==> src/hw/rtl/matp_pkg.sv <==
`timescale 1ns / 1ps

package matp_pkg;

  localparam int unsigned StatusW = 4;
  localparam int unsigned PhaseW  = 4;
  localparam int unsigned WordW   = 32;

  // Result status codes.
  localparam logic [StatusW-1:0] ST_BUSY         = 4'd0;
  localparam logic [StatusW-1:0] ST_DONE         = 4'd1;
  localparam logic [StatusW-1:0] ST_SHORT_HDR    = 4'd2;
  localparam logic [StatusW-1:0] ST_OVERRUN      = 4'd3;
  localparam logic [StatusW-1:0] ST_ODD_ACK      = 4'd4;
  localparam logic [StatusW-1:0] ST_BAD_COUNT    = 4'd5;
  localparam logic [StatusW-1:0] ST_BAD_LOOK_LEN = 4'd6;
  localparam logic [StatusW-1:0] ST_UNKNOWN_TYPE = 4'd7;
  localparam logic [StatusW-1:0] ST_SURPLUS      = 4'd8;

  // Parser phases. A halted parser sits at PH_HALT_BASE plus its error status.
  localparam logic [PhaseW-1:0] PH_IDLE      = 4'd0;
  localparam logic [PhaseW-1:0] PH_ETYPE     = 4'd1;
  localparam logic [PhaseW-1:0] PH_ELEN      = 4'd2;
  localparam logic [PhaseW-1:0] PH_ATYPE     = 4'd3;
  localparam logic [PhaseW-1:0] PH_ACOUNT    = 4'd4;
  localparam logic [PhaseW-1:0] PH_LOOK      = 4'd5;
  localparam logic [PhaseW-1:0] PH_DONE      = 4'd6;
  localparam logic [PhaseW-1:0] PH_HALT_BASE = 4'd6;

  // Entry type classes kept between the type byte and the length byte.
  localparam logic [1:0] ECLS_OTHER = 2'd0;
  localparam logic [1:0] ECLS_ACK   = 2'd1;
  localparam logic [1:0] ECLS_LOOK  = 2'd2;

  localparam logic [7:0] ENTRY_TYPE_ACK  = 8'h01;
  localparam logic [7:0] ENTRY_TYPE_LOOK = 8'h02;
  localparam logic [7:0] LOOK_LEN        = 8'd6;
  localparam logic [7:0] ITEM_CMD        = 8'h01;
  localparam logic [7:0] ITEM_DATA_A     = 8'h02;
  localparam logic [7:0] ITEM_DATA_B     = 8'h05;
  localparam logic [7:0] ACK_COUNT_ONE   = 8'h01;
  localparam logic [7:0] MARK_OPEN       = 8'h55;
  localparam logic [7:0] MARK_CLOSE      = 8'hAA;

  localparam logic FUNC_START = 1'b0;

  typedef struct packed {
    logic [PhaseW-1:0] phase;
    logic [7:0]        list_rem;
    logic [1:0]        entry_cls;
    logic [7:0]        entry_rem;
    logic [2:0]        byte_idx;
    logic              open_ok;
    logic [WordW-1:0]  gathered;
    logic [WordW-1:0]  held;
  } parse_state_t;

  typedef struct packed {
    logic [StatusW-1:0] status;
    logic               cmd_ack;
    logic               data_ack;
    logic               look_valid;
  } parse_flags_t;

endpackage

==> src/hw/rtl/matp_step.sv <==
`timescale 1ns / 1ps

module matp_step
  import matp_pkg::*;
(
  input  parse_state_t state_i,
  input  logic         func_i,
  input  logic [7:0]   trailer_len_i,
  input  logic [7:0]   data_byte_i,
  output parse_state_t state_o,
  output parse_flags_t flags_o
);

  logic [7:0] list_less2;
  logic [7:0] entry_after;
  logic [7:0] list_seen;

  always_comb begin
    state_o     = state_i;
    flags_o     = '0;
    list_less2  = state_i.list_rem - 8'd2;
    entry_after = state_i.entry_rem;
    list_seen   = state_i.list_rem;

    if (func_i == FUNC_START) begin
      state_o.list_rem  = trailer_len_i;
      state_o.entry_cls = ECLS_OTHER;
      state_o.entry_rem = '0;
      state_o.byte_idx  = '0;
      state_o.open_ok   = 1'b0;
      state_o.gathered  = '0;
      list_seen         = trailer_len_i;
      entry_after       = '0;
    end

    if (func_i == FUNC_START) begin
      // Handled with the end-of-entry decision below.
    end else if (state_i.phase > PH_HALT_BASE + ST_DONE &&
                 state_i.phase <= PH_HALT_BASE + ST_SURPLUS) begin
      flags_o.status = state_i.phase - PH_HALT_BASE;
    end else begin
      case (state_i.phase)
        PH_ETYPE: begin
          if (data_byte_i == ENTRY_TYPE_ACK) begin
            state_o.entry_cls = ECLS_ACK;
          end else if (data_byte_i == ENTRY_TYPE_LOOK) begin
            state_o.entry_cls = ECLS_LOOK;
          end else begin
            state_o.entry_cls = ECLS_OTHER;
          end
          state_o.phase = PH_ELEN;
        end
        PH_ELEN: begin
          state_o.list_rem = list_less2;
          if (data_byte_i > list_less2) begin
            flags_o.status = ST_OVERRUN;
          end else begin
            state_o.list_rem  = list_less2 - data_byte_i;
            state_o.entry_rem = data_byte_i;
            list_seen         = list_less2 - data_byte_i;
            entry_after       = data_byte_i;
            case (state_i.entry_cls)
              ECLS_ACK: begin
                // Pair boundary decision is taken below.
              end
              ECLS_LOOK: begin
                if (data_byte_i != LOOK_LEN) begin
                  flags_o.status = ST_BAD_LOOK_LEN;
                end else begin
                  state_o.byte_idx = '0;
                  state_o.phase    = PH_LOOK;
                end
              end
              default: begin
                flags_o.status = ST_UNKNOWN_TYPE;
              end
            endcase
          end
        end
        PH_ATYPE: begin
          state_o.entry_rem = state_i.entry_rem - 8'd2;
          if (data_byte_i == ITEM_CMD) begin
            flags_o.cmd_ack = 1'b1;
          end else if (data_byte_i == ITEM_DATA_A || data_byte_i == ITEM_DATA_B) begin
            flags_o.data_ack = 1'b1;
          end
          state_o.phase = PH_ACOUNT;
        end
        PH_ACOUNT: begin
          if (data_byte_i != ACK_COUNT_ONE) begin
            flags_o.status = ST_BAD_COUNT;
          end
        end
        PH_LOOK: begin
          case (state_i.byte_idx)
            3'd0: begin
              state_o.open_ok  = (data_byte_i == MARK_OPEN);
              state_o.gathered = '0;
              state_o.byte_idx = 3'd1;
            end
            3'd1: begin
              state_o.gathered[7:0] = data_byte_i;
              state_o.byte_idx      = 3'd2;
            end
            3'd2: begin
              state_o.gathered[15:8] = data_byte_i;
              state_o.byte_idx       = 3'd3;
            end
            3'd3: begin
              state_o.gathered[23:16] = data_byte_i;
              state_o.byte_idx        = 3'd4;
            end
            3'd4: begin
              state_o.gathered[31:24] = data_byte_i;
              state_o.byte_idx        = 3'd5;
            end
            default: begin
              if (state_i.open_ok && data_byte_i == MARK_CLOSE) begin
                state_o.held       = state_i.gathered;
                flags_o.look_valid = 1'b1;
              end
              state_o.byte_idx  = '0;
              state_o.entry_rem = '0;
              entry_after       = '0;
            end
          endcase
        end
        default: begin
          flags_o.status = ST_SURPLUS;
        end
      endcase
    end

    // Work out whether this byte closes an entry or an ack pair, and what follows.
    begin : boundary
      logic at_entry_end;
      logic at_pair_end;
      at_entry_end = 1'b0;
      at_pair_end  = 1'b0;
      if (func_i == FUNC_START) begin
        at_entry_end = 1'b1;
      end else if (flags_o.status == ST_BUSY) begin
        if (state_i.phase == PH_ELEN && state_i.entry_cls == ECLS_ACK) begin
          at_pair_end = 1'b1;
        end else if (state_i.phase == PH_ACOUNT) begin
          at_pair_end = 1'b1;
        end else if (state_i.phase == PH_LOOK && state_i.byte_idx > 3'd4) begin
          at_entry_end = 1'b1;
        end
      end

      if (at_pair_end) begin
        if (entry_after == 8'd0) begin
          at_entry_end = 1'b1;
        end else if (entry_after == 8'd1) begin
          flags_o.status = ST_ODD_ACK;
        end else begin
          state_o.phase = PH_ATYPE;
        end
      end

      if (at_entry_end) begin
        if (list_seen == 8'd0) begin
          state_o.phase  = PH_DONE;
          flags_o.status = ST_DONE;
        end else if (list_seen == 8'd1) begin
          flags_o.status = ST_SHORT_HDR;
        end else begin
          state_o.phase = PH_ETYPE;
        end
      end
    end

    // Any error status parks the parser in its halt phase.
    if (flags_o.status > ST_DONE) begin
      state_o.phase = PH_HALT_BASE + flags_o.status;
    end
  end

endmodule

==> src/hw/rtl/mailbox_ack_trailer_parser.sv <==
`timescale 1ns / 1ps

// Mailbox acknowledgement trailer parser. Each accepted request is one start
// (func_i low, trailer_len_i) or one trailer byte (func_i high, data_byte_i),
// and produces exactly one result in the output register. The parser takes
// a request every cycle: the only bound on rate is that single output
// register, which accepts a new request whenever it is empty or its result
// is taken in the same cycle. Pulses are per byte; lookahead_value_o
// always shows the latest framed lookahead word. After an error the parser
// repeats its status until the next start; a byte after done reports surplus.
module mailbox_ack_trailer_parser
  import matp_pkg::*;
(
  input  logic               clk_i,
  input  logic               rst_ni,
  input  logic               in_valid_i,
  output logic               in_ready_o,
  input  logic               func_i,
  input  logic [7:0]         trailer_len_i,
  input  logic [7:0]         data_byte_i,
  output logic               out_valid_o,
  input  logic               out_ready_i,
  output logic [StatusW-1:0] status_o,
  output logic               cmd_ack_o,
  output logic               data_ack_o,
  output logic               lookahead_valid_o,
  output logic [WordW-1:0]   lookahead_value_o
);

  parse_state_t state_q, state_d;
  parse_flags_t flags_d, flags_q;
  logic [WordW-1:0] value_q;
  logic out_valid_q;
  logic accept;

  matp_step u_step (
    .state_i      (state_q),
    .func_i       (func_i),
    .trailer_len_i(trailer_len_i),
    .data_byte_i  (data_byte_i),
    .state_o      (state_d),
    .flags_o      (flags_d)
  );

  assign in_ready_o = !out_valid_q || out_ready_i;
  assign accept     = in_valid_i && in_ready_o;

  // The all-zero state is the idle phase with every counter cleared.
  always_ff @(posedge clk_i or negedge rst_ni) begin
    if (!rst_ni) begin
      state_q     <= '0;
      out_valid_q <= 1'b0;
    end else begin
      if (accept) begin
        state_q <= state_d;
      end
      if (accept) begin
        out_valid_q <= 1'b1;
      end else if (out_ready_i) begin
        out_valid_q <= 1'b0;
      end
    end
  end

  always_ff @(posedge clk_i) begin
    if (accept) begin
      flags_q <= flags_d;
      value_q <= state_d.held;
    end
  end

  assign out_valid_o       = out_valid_q;
  assign status_o          = flags_q.status;
  assign cmd_ack_o         = flags_q.cmd_ack;
  assign data_ack_o        = flags_q.data_ack;
  assign lookahead_valid_o = flags_q.look_valid;
  assign lookahead_value_o = value_q;

endmodule
==> config.mk <==
export PLATFORM = sky130hd
export DESIGN_NAME = mailbox_ack_trailer_parser
export DESIGN_NICKNAME = d
export VERILOG_FILES = /design/src/hw/rtl/matp_pkg.sv /design/src/hw/rtl/matp_step.sv /design/src/hw/rtl/mailbox_ack_trailer_parser.sv
export SDC_FILE = /design/constraint.sdc
export NUM_CORES = 1
export LEC_CHECK = 0
export BUFFER_PORTS_ARGS = -buffer_cell sky130_fd_sc_hd__buf_2
export CAP_MARGIN = 20
export CORE_UTILIZATION = 45
export CTS_BUF_LIST = sky130_fd_sc_hd__clkbuf_8
export CTS_CLUSTER_DIAMETER = 40
export DETAILED_ROUTE_END_ITERATION = 10
export SKIP_LAST_GASP = 1
export SLEW_MARGIN = 10
export SYNTH_ARGS = -nofsm -noshare
export SYNTH_HDL_FRONTEND = slang
export SYNTH_HIERARCHICAL = 1
export SYNTH_SLANG_ARGS = --single-unit
==> constraint.sdc <==
create_clock -name clk_i -period 9.14 [get_ports clk_i]
set_clock_uncertainty 0.2 [all_clocks]
set_input_delay 0 -clock clk_i [delete_from_list [all_inputs] [get_ports clk_i]]
set_output_delay 0 -clock clk_i [all_outputs]
set_load 0.05 [all_outputs]
# Yosys cells after proc, flatten, opt, wreduce, memory -nomap -nowiden
# Index checks and enable logic that the tools add are counted.
# word_totals
ff_bits,130
output_inout_bits,41
word_cells,143
inputBits,21
# classes
bitwise,3
order_cmp,5
eq_ne,20
n_reduce_logical,18
n_addsub,5
mux,78
# ops
cell,n
$mux W90,2
$mux W8,12
$pmux W8 S2,5
$mux W4,17
$mux W65,1
$mux W32,2
$mux W54,1
$eq A8 B1 Y1 const B,3
$pmux W4 S3,2
$pmux W8 S3,1
$mux W1,20
$logic_not A8 Y1,2
$sub A8 B2 Y8 const B,2
$mux W3,5
$pmux W3 S5,1
$mux W12,1
$pmux W3 S2,2
$mux W11,1
$eq A4 B2 Y1 const B,2
$eq A4 B3 Y1 const B,2
$eq A8 B2 Y1 const B,1
$eq A8 B3 Y1 const B,1
$eq A8 B7 Y1 const B,1
$eq A8 B8 Y1 const B,1
29 further kinds,41

# Depth between registers and ports, before layout
# depth
ltp_word,16
depth_mapped,18
ltp_nobuf,17

# Hierarchy
# Netlist, hierarchy kept.
# modules_own_cells
mod,n_inst,seq_area_each_um2,cells_each,area_per_inst_um2
mailbox_ack_trailer_parser,1,3448.3,233,5019.8
matp_step,1,0.0,482,3036.7

# Worst setup path before layout
# OpenSTA, ideal clock, no wires.
# synth_timing
path_type,reg-to-reg
startpoint,register state_q[79] in the netlist's numbering
endpoint,register state_q[89] in the netlist's numbering
required_time_ns,8.815
setup_slack_ns,4.946
arrival_time_ns,3.869
period_less_slack_ns,4.194
stages_incl_launch_ff,19
setup_ns,0.125
n_path_buf,1
path_cell_list,dfrtp_1 > inv_1 > ha_1 > nand2b_1 > nor4_1 > xor2_1 > ha_1 > buf_2 > a21oi_2 > o211a_1 > nor2_1 > o211a_1 > o311ai_4 > a31o_4 > a21oi_1 > ha_1 > xnor2_1 > a32o_1 > mux2_4
# synth_rtl
item,line_no,source
from (decl),mailbox_ack_trailer_parser.sv:30,"parse_state_t state_q, state_d;"
from (signal assigned),mailbox_ack_trailer_parser.sv:55,state_q <= state_d;

==> flow_metrics.tcl <==
set metrics [dict create \
    synth-warning-count 6 \
    synth-main-ff-cell "dfrtp_1" \
    total_power_uw 2090 \
    crit_type "reg -> reg" \
    rsz0062_at_grt "no" \
    fin_crit_ns 4.68 \
    hold_path_class "in -> reg" \
    tns_ns 0 \
    grt_pass1_wl_um 31100 \
    ys_async_sr_fraction_pct 70.0 \
    rr_startpoint "state_q[79]" \
    core-area_sq_um 17400 \
    avgRoutedWirePerCell_um 19.1 \
    dieArea_sq_um 18400 \
    dp_cells 964 \
    track_usage_pct 22.0 \
    maxSlewViolCount 0 \
    antennaDiodeCount 0 \
    wl_met1_um 8520 \
    drc 0 \
    nNetsFinal 815 \
    areaGrowthSynthToFinish_pct 11.6 \
    worstSetupEndpointType "register" \
    start_kind "register" \
    r2r_slack_ns 4.46 \
    htreeDepth 4 \
    routed_wl_um 19400 \
    cts.sinks 130 \
    port_buffers 61 \
    synthCells 715 \
    initial_utilization_pct 46.3 \
    arrival_ns 4.82 \
    yosysMostFrequentCell "dfrtp_1" \
    hpwl_um 13100 \
    via_per_inst 5.86 \
    synth_area_leaders "dfrtp_1, mux2_4, edfxtp_1" \
    cpPeakStageDelay_ns 0.42 \
    p_comb_share_pct 39.6 \
    status "finished, final reports clean" \
    power_switching_uw 839 \
    ir_drop_mv 0.138 \
    rows 48 \
    synth_area_per_cell_sq_um 11.3 \
    netSwitchingFraction_pct 40.2 \
    top_layer "met4" \
    antenna_found_initial 0 \
    crit_path_max_fanout 8 \
    clk_latency_ns 0.45 \
    power_density_nw_per_um2 232 \
    synth_top_cell_area_share_pct 28.3 \
    synth_nets 751 \
    cts_tree "done" \
    worstHoldEndpoint "state_q[47]" \
    finalCritPeriodShare_pct 51.2 \
    worstRegToRegCells 17 \
    drive_gt1_share_pct 30.5 \
    cp_cell_sequence "inv_1, ha_1, nand2b_1, nor4_1, xor2_1, ha_1, a21oi_2, o211a_1, nor2_1, o211a_1, o311ai_4, a31o_4, a21oi_1, ha_1, xnor2_1, a32o_1, mux2_4" \
    post-synth-top-area-cell "dfrtp_1" \
    io_pins 62 \
    overflow 0 \
    dr.first_iter.drc_count 418 \
    min_from "data_byte_i[7]" \
    setup_viol 0 \
    vias 5957 \
    die_width_um 136 \
    max_clock_freq_mhz 214 \
    ant_nets 0 \
    clk_pin_slew_worst_paths_ns 0.08 \
    place_congestion 0.864 \
    final_cells 1016 \
    crit_top_cell "ha_1" \
    pwr-share-seq_pct 35.5 \
    synth.distinct_cells 77 \
    ys_ff_latch 130 \
    syn_area_sq_um 8060 \
    fp.dieH_um 136 \
    min_path_cells 4 \
    synth_edf_count 39 \
    grt_max_degree 56 \
    finalHoldViolCount 0 \
    p_int_uw 1250 \
    cts_root_buffer "clkbuf_8" \
    synth_common_cells "dfrtp_1, mux2_4, a21oi_1, nor2_1, nand2_1" \
    p_leak_uw 0.00404 \
    first_pass_iters 8 \
    tightestPinTransition_ns 0.958 \
    yosysSeqAreaShare_pct 42.8 \
    cts_made_buffers 17 \
    wl_met3_um 1100 \
    required_ns 9.28 \
    clockBufferDepth 2 \
    p_clk_share_pct 24.9 \
    cap_violations 0 \
    rr_endpoint "state_q[89]" \
    wl_met2_um 9580 \
    slowest_stage "dfrtp_1" \
    grt_pass1_vias 5772 \
    max_slew_margin_pct 36.1 \
]
## sequential cells by signal, indices dropped and copies added, names as in the netlist
register	count
state_q	90
lookahead_value_o	32
status_o	4
cmd_ack_o	1
data_ack_o	1
lookahead_valid_o	1
out_valid_o	1
## worst max-delay path: cells and delay by family (launching register included)
kind | cells | cell delay [ns]
xor gates and xnor gates | 2 | 0.36
muxes | 1 | 0.26
DFF | 1 | 0.42
buffers and inverters | 1 | 0.16
AOI/OAI and AO/OA | 7 | 1.81
adders and majority gates | 3 | 0.83
and+or+nand+nor | 3 | 0.53
## power by group through the flow
stage	clock, uW	combinational, uW	sequential [uW]
after floorplan	0	633	739
after global placement	0	798	748
after detailed placement	0	805	750
after CTS	534	816	739
after global routing	558	896	749
final	519	826	741
## timing repair
| item | CTS | global route |
|---|---|---|
| hold buffers | 20 | 0 |
| gates resized for setup | 0 | 0 |
| endpoints found under the hold margin | 64 | 0 |
| buffers inserted | 0 | 0 |
## cell type report
type / count / area (sq um)
Fill cell: 1599 / 8420
Multi-Input combinational cell: 514 / 4180
Tap cell: 225 / 282
Clock inverter: 14 / 179
Sequential cell: 130 / 3450
Clock buffer: 17 / 234
Timing Repair Buffer: 87 / 561
Inverter: 29 / 109
## worst max path at each step
stage                   to  depth (start not counted)  slack [ns]         from
2_1_floorplan  state_q[89]                         18        4.95  state_q[79]
3_3_place_gp   state_q[89]                         17        4.66  state_q[79]
3_5_place_dp   state_q[89]                         17        4.49  state_q[79]
4_1_cts        state_q[89]                         17        4.49  state_q[79]
5_1_grt        state_q[89]                         17        4.15  state_q[79]
6_report       state_q[89]                         17        4.46  state_q[79]
## per-stage QoR
step / util (%) / instance area, sq um / hold WS (ns) / setup WS [ns]
floorplan: - / 8060 / -0.496 / 4.95
global placement: 48.0 / 8370 / -0.177 / 4.66
detailed placement: 48.0 / 8370 / -0.184 / 4.49
CTS: 51.6 / 8990 / 0.00361 / 4.49
global route: 51.6 / 8990 / 0.00434 / 4.15
finish: 51.6 / 8990 / 0.0338 / 4.46
## cells by family (layout without fill, tap and decap cells)
| group | Yosys count | in the layout | synth area share [%] |
|---|---|---|---|
| muxes | 126 | 126 | 21.7 |
| adders and majority gates | 15 | 15 | 2.42 |
| and+or+nand+nor | 205 | 205 | 13.1 |
| buffers and inverters | 71 | 147 | 5.36 |
| AOI/OAI and AO/OA | 157 | 157 | 13.4 |
| xor gates and xnor gates | 11 | 11 | 1.20 |
| DFF | 130 | 130 | 42.8 |
## per-layer routing
layer | vias up | track usage, %
li1 | 2774 | -
met2 | 201 | 36.4
met5 | - | 0
met4 | 0 | 6.62
met3 | 17 | 3.52
met1 | 2965 | 29.5
## layout by cell type, fill, tap and decap left out, types with 17 or more instances in the layout
cell type / count
nand3_1: 36
edfxtp_1: 39
clkbuf_8: 17
o21ai_0: 19
nand2_1: 50
inv_1: 28
mux2_4: 89
nor2_1: 51
buf_2: 61
dfrtp_1: 91
a21oi_1: 52
mux2_2: 34
dlygate4sd3_1: 19
(Power assumes the default switching activity.)
